**config.mk**
```make
export PLATFORM = sky130hd
export DESIGN_NAME = multichannel_iir_direct_form_one
export DESIGN_NICKNAME = d
export VERILOG_FILES = /design/src/rtl/mciir_pkg.sv /design/src/rtl/multichannel_iir_direct_form_one.sv
export VERILOG_INCLUDE_DIRS = /design/src /design/src/rtl
export SDC_FILE = /design/constraint.sdc
export NUM_CORES = 2
export LEC_CHECK = 0
export BUFFER_PORTS_ARGS = -buffer_cell sky130_fd_sc_hd__buf_2
export CAP_MARGIN = 40
export CORE_UTILIZATION = 65
export DETAILED_ROUTE_END_ITERATION = 8
export PLACE_DENSITY = 0.82
export SETUP_SLACK_MARGIN = 0.02
export SLEW_MARGIN = 20
export SYNTH_ARGS = -nofsm -noshare
export SYNTH_HDL_FRONTEND = slang
export SYNTH_SLANG_ARGS = --single-unit
```
**constraint.sdc**
```tcl
create_clock -name clk -period 14.7 [get_ports clk]
set_input_delay 2.94 -clock clk [delete_from_list [all_inputs] [get_ports clk]]
set_output_delay 2.94 -clock clk [all_outputs]
set_load 0.01 [all_outputs]
```
**src/rtl/assert_macros.svh**
```systemverilog
// Assertion macros shared by the RTL files.
// Clock clk and reset rst are taken from the scope where a macro is used.
`ifndef ASSERT_MACROS_SVH
`define ASSERT_MACROS_SVH
`ifndef SYNTHESIS
`define CHK_ASSERT(lbl, prop, msg) \
  lbl: assert property (@(posedge clk) disable iff (rst) prop) else $error(msg);
`define CHK_NEVER(lbl, expr, msg) \
  lbl: assert property (@(posedge clk) disable iff (rst) !(expr)) else $error(msg);
`else
`define CHK_ASSERT(lbl, prop, msg)
`define CHK_NEVER(lbl, expr, msg)
`endif
`endif

```
**src/rtl/mciir_pkg.sv**
```systemverilog
// Types and constants for the multichannel direct form I IIR filter.
// No dependencies.
package mciir_pkg;

  localparam int SMP_W      = 16;  // Q1.15 samples
  localparam int COEF_W     = 16;  // Q2.14 coefficients
  localparam int NUM_COEFS  = 3;   // coefficient registers per side
  localparam int ACC_W      = 36;  // exact sum of up to five Q3.29 products
  localparam int PROD_W     = 2 * SMP_W;
  localparam int QUO_W      = 17;  // quotient bits kept below the saturation check
  localparam int CFG_IDX_W  = 3;
  localparam int CFG_DATA_W = 16;
  localparam int LEN_W      = 2;

  // register indexes
  localparam logic [CFG_IDX_W-1:0] REG_NUM_LEN = 3'd0;
  localparam logic [CFG_IDX_W-1:0] REG_DEN_LEN = 3'd1;
  localparam logic [CFG_IDX_W-1:0] REG_B0      = 3'd2;
  localparam logic [CFG_IDX_W-1:0] REG_B1      = 3'd3;
  localparam logic [CFG_IDX_W-1:0] REG_B2      = 3'd4;
  localparam logic [CFG_IDX_W-1:0] REG_A0      = 3'd5;
  localparam logic [CFG_IDX_W-1:0] REG_A1      = 3'd6;
  localparam logic [CFG_IDX_W-1:0] REG_A2      = 3'd7;

  typedef logic signed [SMP_W-1:0]  sample_t;
  typedef logic signed [COEF_W-1:0] coef_t;

  // one multiply-accumulate term as seen by the shared multiplier
  typedef struct packed {
    coef_t   coef;
    sample_t hist;
    logic    en;   // tap active under num_len / den_len
    logic    sub;  // feedback term, subtracted
  } term_t;

endpackage

```
**src/rtl/multichannel_iir_direct_form_one.sv**
```systemverilog
// Multichannel direct form I IIR filter, one shared multiplier and divider.
// Each accepted word runs through LOAD, MAC, ABS, CHK, the bit-serial divider DIV
// and FIN; DIV is skipped when a0 is zero or the quotient overflows.
// One word in flight: a new word is accepted only once the last one has left FIN,
// and FIN waits while the output register holds a word that is not taken.
// Synchronous active-high reset: coefficients to defaults, all histories read zero.
`include "assert_macros.svh"

module multichannel_iir_direct_form_one #(
  parameter int CHANNELS = 2,
  parameter int MAX_TAPS = 3
) (
  input  logic                                clk,
  input  logic                                rst,
  // configuration write port
  input  logic                                cfg_wen,
  input  logic [mciir_pkg::CFG_IDX_W-1:0]     cfg_index,
  input  logic [mciir_pkg::CFG_DATA_W-1:0]    cfg_wdata,
  // input stream
  input  logic                                s_axis_tvalid,
  output logic                                s_axis_tready,
  input  logic [15:0]                         s_axis_tdata,   // [15:0] sample_in
  input  logic [0:0]                          s_axis_tuser,   // [0] chan
  // output stream
  output logic                                m_axis_tvalid,
  input  logic                                m_axis_tready,
  output logic [15:0]                         m_axis_tdata,   // [15:0] sample_out
  output logic [2:0]                          m_axis_tuser    // [0] chan_out [1] sat_flag
                                                              // [2] div_zero
);
  import mciir_pkg::*;

  // Only the taps that have coefficients are kept in the history rows.
  localparam int XT    = (MAX_TAPS < NUM_COEFS) ? MAX_TAPS : NUM_COEFS;
  localparam int YT    = (MAX_TAPS - 1 < NUM_COEFS - 1) ? MAX_TAPS - 1 : NUM_COEFS - 1;
  localparam int YS    = (YT > 0) ? YT : 1;
  localparam int TERMS = XT + YT;
  localparam int KW    = $clog2(TERMS + 1);
  localparam int CW    = (CHANNELS > 1) ? $clog2(CHANNELS) : 1;
  localparam int DCW   = $clog2(QUO_W);

  localparam logic [2:0] ST_IDLE = 3'd0;
  localparam logic [2:0] ST_LOAD = 3'd1;
  localparam logic [2:0] ST_MAC  = 3'd2;
  localparam logic [2:0] ST_ABS  = 3'd3;
  localparam logic [2:0] ST_CHK  = 3'd4;
  localparam logic [2:0] ST_DIV  = 3'd5;
  localparam logic [2:0] ST_FIN  = 3'd6;

  // configuration registers
  logic [LEN_W-1:0] num_len;
  logic [LEN_W-1:0] den_len;
  coef_t            bcoef [NUM_COEFS];
  coef_t            acoef [NUM_COEFS];

  // per-channel history rows, newest tap in the lowest slice
  logic [XT*SMP_W-1:0] xmem [CHANNELS];
  logic [YS*SMP_W-1:0] ymem [CHANNELS];
  logic [CHANNELS-1:0] row_valid;
  logic [XT*SMP_W-1:0] xrd;
  logic [YS*SMP_W-1:0] yrd;
  logic                rvalid;

  logic [2:0]          state;
  logic [CW-1:0]       chidx;
  logic [CW-1:0]       ch;
  sample_t             sample_q;
  sample_t             xw [XT];
  sample_t             yw [YS];
  logic [XT*SMP_W-1:0] xpack;
  logic [YS*SMP_W-1:0] ypack;

  // MAC datapath
  term_t                     term [TERMS];
  term_t                     term_cur;
  logic [KW-1:0]             k;
  logic signed [PROD_W-1:0]  prod_cur;
  logic signed [PROD_W-1:0]  prod;
  logic                      prod_sub;
  logic                      prod_vld;
  logic signed [ACC_W-1:0]   acc;

  // divider
  logic [ACC_W-1:0]   mag;
  logic [SMP_W-1:0]   dmag;
  logic               neg;
  logic               dz;
  logic [SMP_W-1:0]   rem;
  logic [QUO_W-1:0]   dvd;      // dividend bits in, quotient bits out
  logic [DCW-1:0]     dcnt;
  logic [SMP_W:0]     trial;
  logic               fin_go;

  sample_t            y_res;
  logic               sat_res;

  // output register
  logic               ovalid;
  logic [15:0]        odata;
  logic [2:0]         ouser;

  assign s_axis_tready = (state == ST_IDLE);
  assign m_axis_tvalid = ovalid;
  assign m_axis_tdata  = odata;
  assign m_axis_tuser  = ouser;

  // chan taken modulo CHANNELS; a 1-bit chan only folds when there is one channel
  assign chidx  = (CHANNELS > 1) ? CW'(s_axis_tuser) : '0;
  assign fin_go = !ovalid || m_axis_tready;

  // configuration
  always_ff @(posedge clk) begin
    if (rst) begin
      num_len  <= LEN_W'(3);
      den_len  <= LEN_W'(1);
      bcoef[0] <= 16'sd16384;
      bcoef[1] <= '0;
      bcoef[2] <= '0;
      acoef[0] <= 16'sd16384;
      acoef[1] <= '0;
      acoef[2] <= '0;
    end else if (cfg_wen) begin
      case (cfg_index)
        REG_NUM_LEN: num_len  <= cfg_wdata[LEN_W-1:0];
        REG_DEN_LEN: den_len  <= cfg_wdata[LEN_W-1:0];
        REG_B0:      bcoef[0] <= cfg_wdata;
        REG_B1:      bcoef[1] <= cfg_wdata;
        REG_B2:      bcoef[2] <= cfg_wdata;
        REG_A0:      acoef[0] <= cfg_wdata;
        REG_A1:      acoef[1] <= cfg_wdata;
        REG_A2:      acoef[2] <= cfg_wdata;
        default: ;
      endcase
    end
  end

  // term table: feedforward taps first, then feedback taps 1..YT
  for (genvar t = 0; t < TERMS; t++) begin : g_term
    if (t < XT) begin : g_ff
      assign term[t].coef = bcoef[t];
      assign term[t].hist = xw[t];
      assign term[t].en   = (int'(num_len) > t);
      assign term[t].sub  = 1'b0;
    end else begin : g_fb
      localparam int J = t - XT + 1;
      assign term[t].coef = acoef[J];
      assign term[t].hist = yw[J-1];
      assign term[t].en   = (int'(den_len) > J);
      assign term[t].sub  = 1'b1;
    end
  end

  always_comb begin
    term_cur = '0;
    for (int t = 0; t < TERMS; t++) begin
      if (k == KW'(t)) term_cur = term[t];
    end
  end

  // signed 16x16 product of the selected term
  assign prod_cur = $signed(term_cur.coef) * $signed(term_cur.hist);

  // new rows to write back: input already shifted in LOAD, output shifts here
  always_comb begin
    for (int i = 0; i < XT; i++) xpack[i*SMP_W +: SMP_W] = xw[i];
    ypack[SMP_W-1:0] = y_res;
    for (int i = 1; i < YS; i++) ypack[i*SMP_W +: SMP_W] = yw[i-1];
  end

  assign trial = {rem, dvd[QUO_W-1]};

  // final quotient to signed saturated sample
  always_comb begin
    if (neg) begin
      sat_res = (dvd > QUO_W'(32768));
      y_res   = sat_res ? sample_t'(-32768) : sample_t'(-dvd[SMP_W-1:0]);
    end else begin
      sat_res = (dvd > QUO_W'(32767));
      y_res   = sat_res ? sample_t'(32767) : sample_t'(dvd[SMP_W-1:0]);
    end
  end

  // history memories
  always_ff @(posedge clk) begin
    if (s_axis_tvalid && s_axis_tready) begin
      xrd <= xmem[chidx];
      yrd <= ymem[chidx];
    end
    if (state == ST_FIN && fin_go) begin
      xmem[ch] <= xpack;
      ymem[ch] <= ypack;
    end
  end

  // sequencer
  always_ff @(posedge clk) begin
    if (rst) begin
      state     <= ST_IDLE;
      row_valid <= '0;
      ovalid    <= 1'b0;
      k         <= '0;
      prod_vld  <= 1'b0;
      dcnt      <= '0;
    end else begin
      // a word taken while FIN loads the next one is replaced there
      if (ovalid && m_axis_tready && state != ST_FIN) ovalid <= 1'b0;
      case (state)
        ST_IDLE: begin
          if (s_axis_tvalid) begin
            ch       <= chidx;
            sample_q <= sample_t'(s_axis_tdata);
            rvalid   <= row_valid[chidx];
            state    <= ST_LOAD;
          end
        end
        ST_LOAD: begin
          xw[0] <= sample_q;
          for (int i = 1; i < XT; i++)
            xw[i] <= rvalid ? sample_t'(xrd[(i-1)*SMP_W +: SMP_W]) : '0;
          for (int i = 0; i < YS; i++)
            yw[i] <= rvalid ? sample_t'(yrd[i*SMP_W +: SMP_W]) : '0;
          k        <= '0;
          acc      <= '0;
          prod_vld <= 1'b0;
          state    <= ST_MAC;
        end
        ST_MAC: begin
          // product of term k registered, accumulated in the cycle after
          if (prod_vld) begin
            if (prod_sub) acc <= acc - ACC_W'(prod);
            else          acc <= acc + ACC_W'(prod);
          end
          if (k == KW'(TERMS)) begin
            prod_vld <= 1'b0;
            state    <= ST_ABS;
          end else begin
            prod     <= term_cur.en ? prod_cur : '0;
            prod_sub <= term_cur.sub;
            prod_vld <= 1'b1;
            k        <= k + KW'(1);
          end
        end
        ST_ABS: begin
          mag   <= acc[ACC_W-1] ? ACC_W'(-acc) : ACC_W'(acc);
          dmag  <= acoef[0][COEF_W-1] ? SMP_W'(-acoef[0]) : SMP_W'(acoef[0]);
          neg   <= acc[ACC_W-1] ^ acoef[0][COEF_W-1];
          dz    <= (acoef[0] == '0);
          state <= ST_CHK;
        end
        ST_CHK: begin
          if (dz) begin
            dvd   <= '0;
            neg   <= 1'b0;
            state <= ST_FIN;
          end else if (mag[ACC_W-1:QUO_W] >= (ACC_W-QUO_W)'(dmag)) begin
            // quotient at least 2^17: saturates either way
            dvd   <= '1;
            state <= ST_FIN;
          end else begin
            rem   <= mag[QUO_W+SMP_W-1:QUO_W];
            dvd   <= mag[QUO_W-1:0];
            dcnt  <= DCW'(QUO_W - 1);
            state <= ST_DIV;
          end
        end
        ST_DIV: begin
          // restoring division, one quotient bit per cycle
          if (trial >= {1'b0, dmag}) begin
            rem <= SMP_W'(trial - {1'b0, dmag});
            dvd <= {dvd[QUO_W-2:0], 1'b1};
          end else begin
            rem <= trial[SMP_W-1:0];
            dvd <= {dvd[QUO_W-2:0], 1'b0};
          end
          if (dcnt == '0) state <= ST_FIN;
          else            dcnt  <= dcnt - DCW'(1);
        end
        ST_FIN: begin
          if (fin_go) begin
            row_valid[ch] <= 1'b1;
            ovalid        <= 1'b1;
            odata         <= y_res;
            ouser         <= {dz, sat_res && !dz, ch[0]};
            state         <= ST_IDLE;
          end
        end
        default: state <= ST_IDLE;
      endcase
    end
  end

  // checks
  `CHK_ASSERT(a_one_in_flight, (s_axis_tvalid && s_axis_tready) |=> !s_axis_tready, "accepted a second word while busy")
  `CHK_NEVER(a_flags_exclusive, m_axis_tvalid && m_axis_tuser[1] && m_axis_tuser[2], "sat_flag with div_zero")
  `CHK_ASSERT(a_dz_zero_out, (m_axis_tvalid && m_axis_tuser[2]) |-> (m_axis_tdata == '0), "nonzero output on zero a0")
  `CHK_ASSERT(a_rem_bound, (state == ST_DIV) |-> (rem < dmag), "divider remainder out of range")

endmodule

```
==> key figures <==
Global routing
  – Total gr overflow: 0
  – Largest net degree at the start of global routing: 86
  – Initial antenna violation count: 0
  – Vias in the first global route: 25055
  – GR Util All Layers: 0.3362
  – First-pass GRT wire length: 143600 um

Layout
  – Non-filler instance count after layout: approximately 4100
  – Area Growth Syn to Fin: 9.979%
  – Fillers: 3651
  – Nets: 3720
  – Antenna diodes: 0
  – Share of layout cells above drive strength 1: 0.1059

Logic synthesis
  – Largest family of logic cells by synthesized area: adder cells
  – Most common cell in the netlist: edfxtp_1
  – Synthesized netlist cell count: 3160
  – Synth Area in Simple Gates: 0.1179
  – Area contributors post-synth: edfxtp_1 47%, fa_1 15%, ha_1 5.6%
  – Syn Std Cell Area: roughly 36000 um2
  – Avg Inst Size Synth: 11.44 um2
  – Multiplexer share of the synthesized area: 0.02610
  – Synth warn: 0
  – Register area share after synthesis: 0.4765
  – Cell variety after synth: 76
  – Xor/xnor share of the synthesized area: 0.03634
  – FFs w/ async S/R, synth: 0
  – Number of enable flip-flop cells after synthesis: around 560
  – Synth Flop Type: edfxtp_1
  – Syn Nets: 3626
  – Adder-Cell Fraction of Synth Area: 0.2019
  – Synth Area in Compound Gates: 0.08843
  – Commonest cells in the netlist: 561 x edfxtp_1, 409 x inv_1, 350 x nor2_1
  – Synth top area share: 0.4660
  – Synth Register Bits: between 500 and 600
  – Post-synth top area cell: edfxtp_1

Floorplanning
  – Initial core utilization: 0.6574
  – Row count: 86
  – IO Count: 62
  – DIE AREA: 56560 um2
  – Core ar.: 54990 um2
  – Chip width: 237.8 um
  – Die span in y: 237.8 um

Clock network
  – Post-CTS sizing: 0
  – CTS tree: built
  – Clock Path Buffers: 3
  – Clock sink total: 580
  – H-tree depth: 2
  – Reg clk slew, reported paths: 0.06 ns
  – Clock Tree Root: clkbuf_16
  – Postcts setup bufs: 0
  – TritonCTS Buffers: 58
  – Clk_lat worst skew: 0.66 ns
  – CTS Hold Bufs: 0

Worst setup path
  – Crit-path slowest cell: a21oi_1
  – Critical path class: flip-flop to flip-flop
  – Crit. End Element: flip-flop
  – CP top delay family: adder cells
  – Critical Path Source Type: flip-flop
  – CP bufs+invs: 5
  – Crit-path max cell delay: 0.77 ns
  – CP Max Fanout: 32
  – CP most frequent cell: fa_1
  – CP Data Arrival Time: 9.34 ns
  – Crit path required time: 15.06 ns

Placed design
  – PortBufs: 61
  – DP HPWL: around 70000 um
  – RePlAce Congestion: 0.9650
  – Number of cells after detailed placement: just under 4000

Timing
  – Fin Setup TNS: 0 ns
  – FMAX: 0.1113 GHz
  – Minimum clock period: 8.987 ns
  – Setup Skew: about 0.054 ns
  – Actual slew at the worst max-slew pin: roughly 0.94 ns
  – Slew headroom: 0.3668
  – Setup Viol. Count Final: 0
  – Final worst-path cycle share: 0.6113
  – Hold WS: about 0.43 ns
  – Max Slew Vio Count: 0
  – Final Hold Fails: 0
  – RSZ-0062 raised after global routing: no

Route
  – Pre-antenna DRT Iters: 8
  – Initial DRC Count: 2745
  – Drt total wl: about 92000 um
  – DR WL/cell: 22.82 um
  – # DRC: 0
  – Vias per cell: 6.104
  – Vias: roughly 25000
  – Post-route ant nets: 0

Run status
  – Outcome: completed

Run
  – MaxCap Viol Count: 0

Min path
  – Worst hold path class: flip-flop to flip-flop
## stage by stage
stage | worst slack (ns) | cell area [um2] | util
after floorplan | 4.590 | 36150 | -
after global placement | 6.005 | 37450 | 0.6812
after detailed placement | 5.884 | 37750 | 0.6866
after CTS | 5.841 | 39710 | 0.7223
after global routing | 5.304 | 39760 | 0.7230
final | 5.713 | 39760 | 0.7230
## sequential cells by signal, summed over array words and instances (netlist names), 36 cells and up
| name | cells |
|---|---|
| xmem | 64 |
| bcoef | 48 |
| acoef | 48 |
| ymem | 64 |
| xw | 48 |
| acc | 36 |
| mag | 36 |
## layout make-up
class | instances | area [um2] | share of cell area
flip-flops and latches | 580 | 17230 | 0.4333
repair buffers | 132 | 969.7 | 0.02439
clock buffers | 72 | 1534 | 0.03858
clock inverters | 38 | 429.2 | 0.01079
well taps | 748 | 935.9 | 0.02354
inverters | 410 | 1539 | 0.03871
multi-input cells | 2072 | 17120 | 0.4307
## layout by cell type (no fill, tap or decap), types with 66 or more instances in the layout
master,netlist,layout
inv_1,409,409
xnor2_1,114,114
nand2_1,223,222
fa_1,264,264
o21ai_0,109,101
edfxtp_1,561,561
a21oi_1,144,144
ha_1,161,160
mux2_2,66,66
nor2_1,350,345
and2_1,100,100
## per-layer routing
metal	part of all wire	GRT usage	routed length, um	vias to the layer above
li1	-	-	-	11020
met4	0.045	0.1322	4182	0
met2	0.48	0.5520	44400	1221
met1	0.39	0.4421	35670	12262
met5	0	0	0	-
met3	0.089	0.06872	8231	231
## final timing paths
| check | startpoint | endpoint | slack (ns) | cells past startpoint |
|---|---|---|---|---|
| hold reg to reg | sample_q[10] | xw[0][10] | 0.43 | 0 |
| setup reg to reg | k[1] | prod[31] | 5.71 | 29 |
| setup / recovery | k[1] | prod[31] | 5.71 | 29 |
| hold / removal | sample_q[10] | xw[0][10] | 0.43 | 0 |
## cells by family after synthesis
| group | count (synthesis) |
|---|---|
| compound gates | 498 |
| fa+ha+maj | 425 |
| mux | 86 |
| simple gates | 913 |
| flops | 580 |
| xor+xnor | 150 |
| buf+inv | 508 |
Power is left out: the tool's default activity adds up to more than one toggle a clock period on the data nets, which glitch-free logic cannot reach.
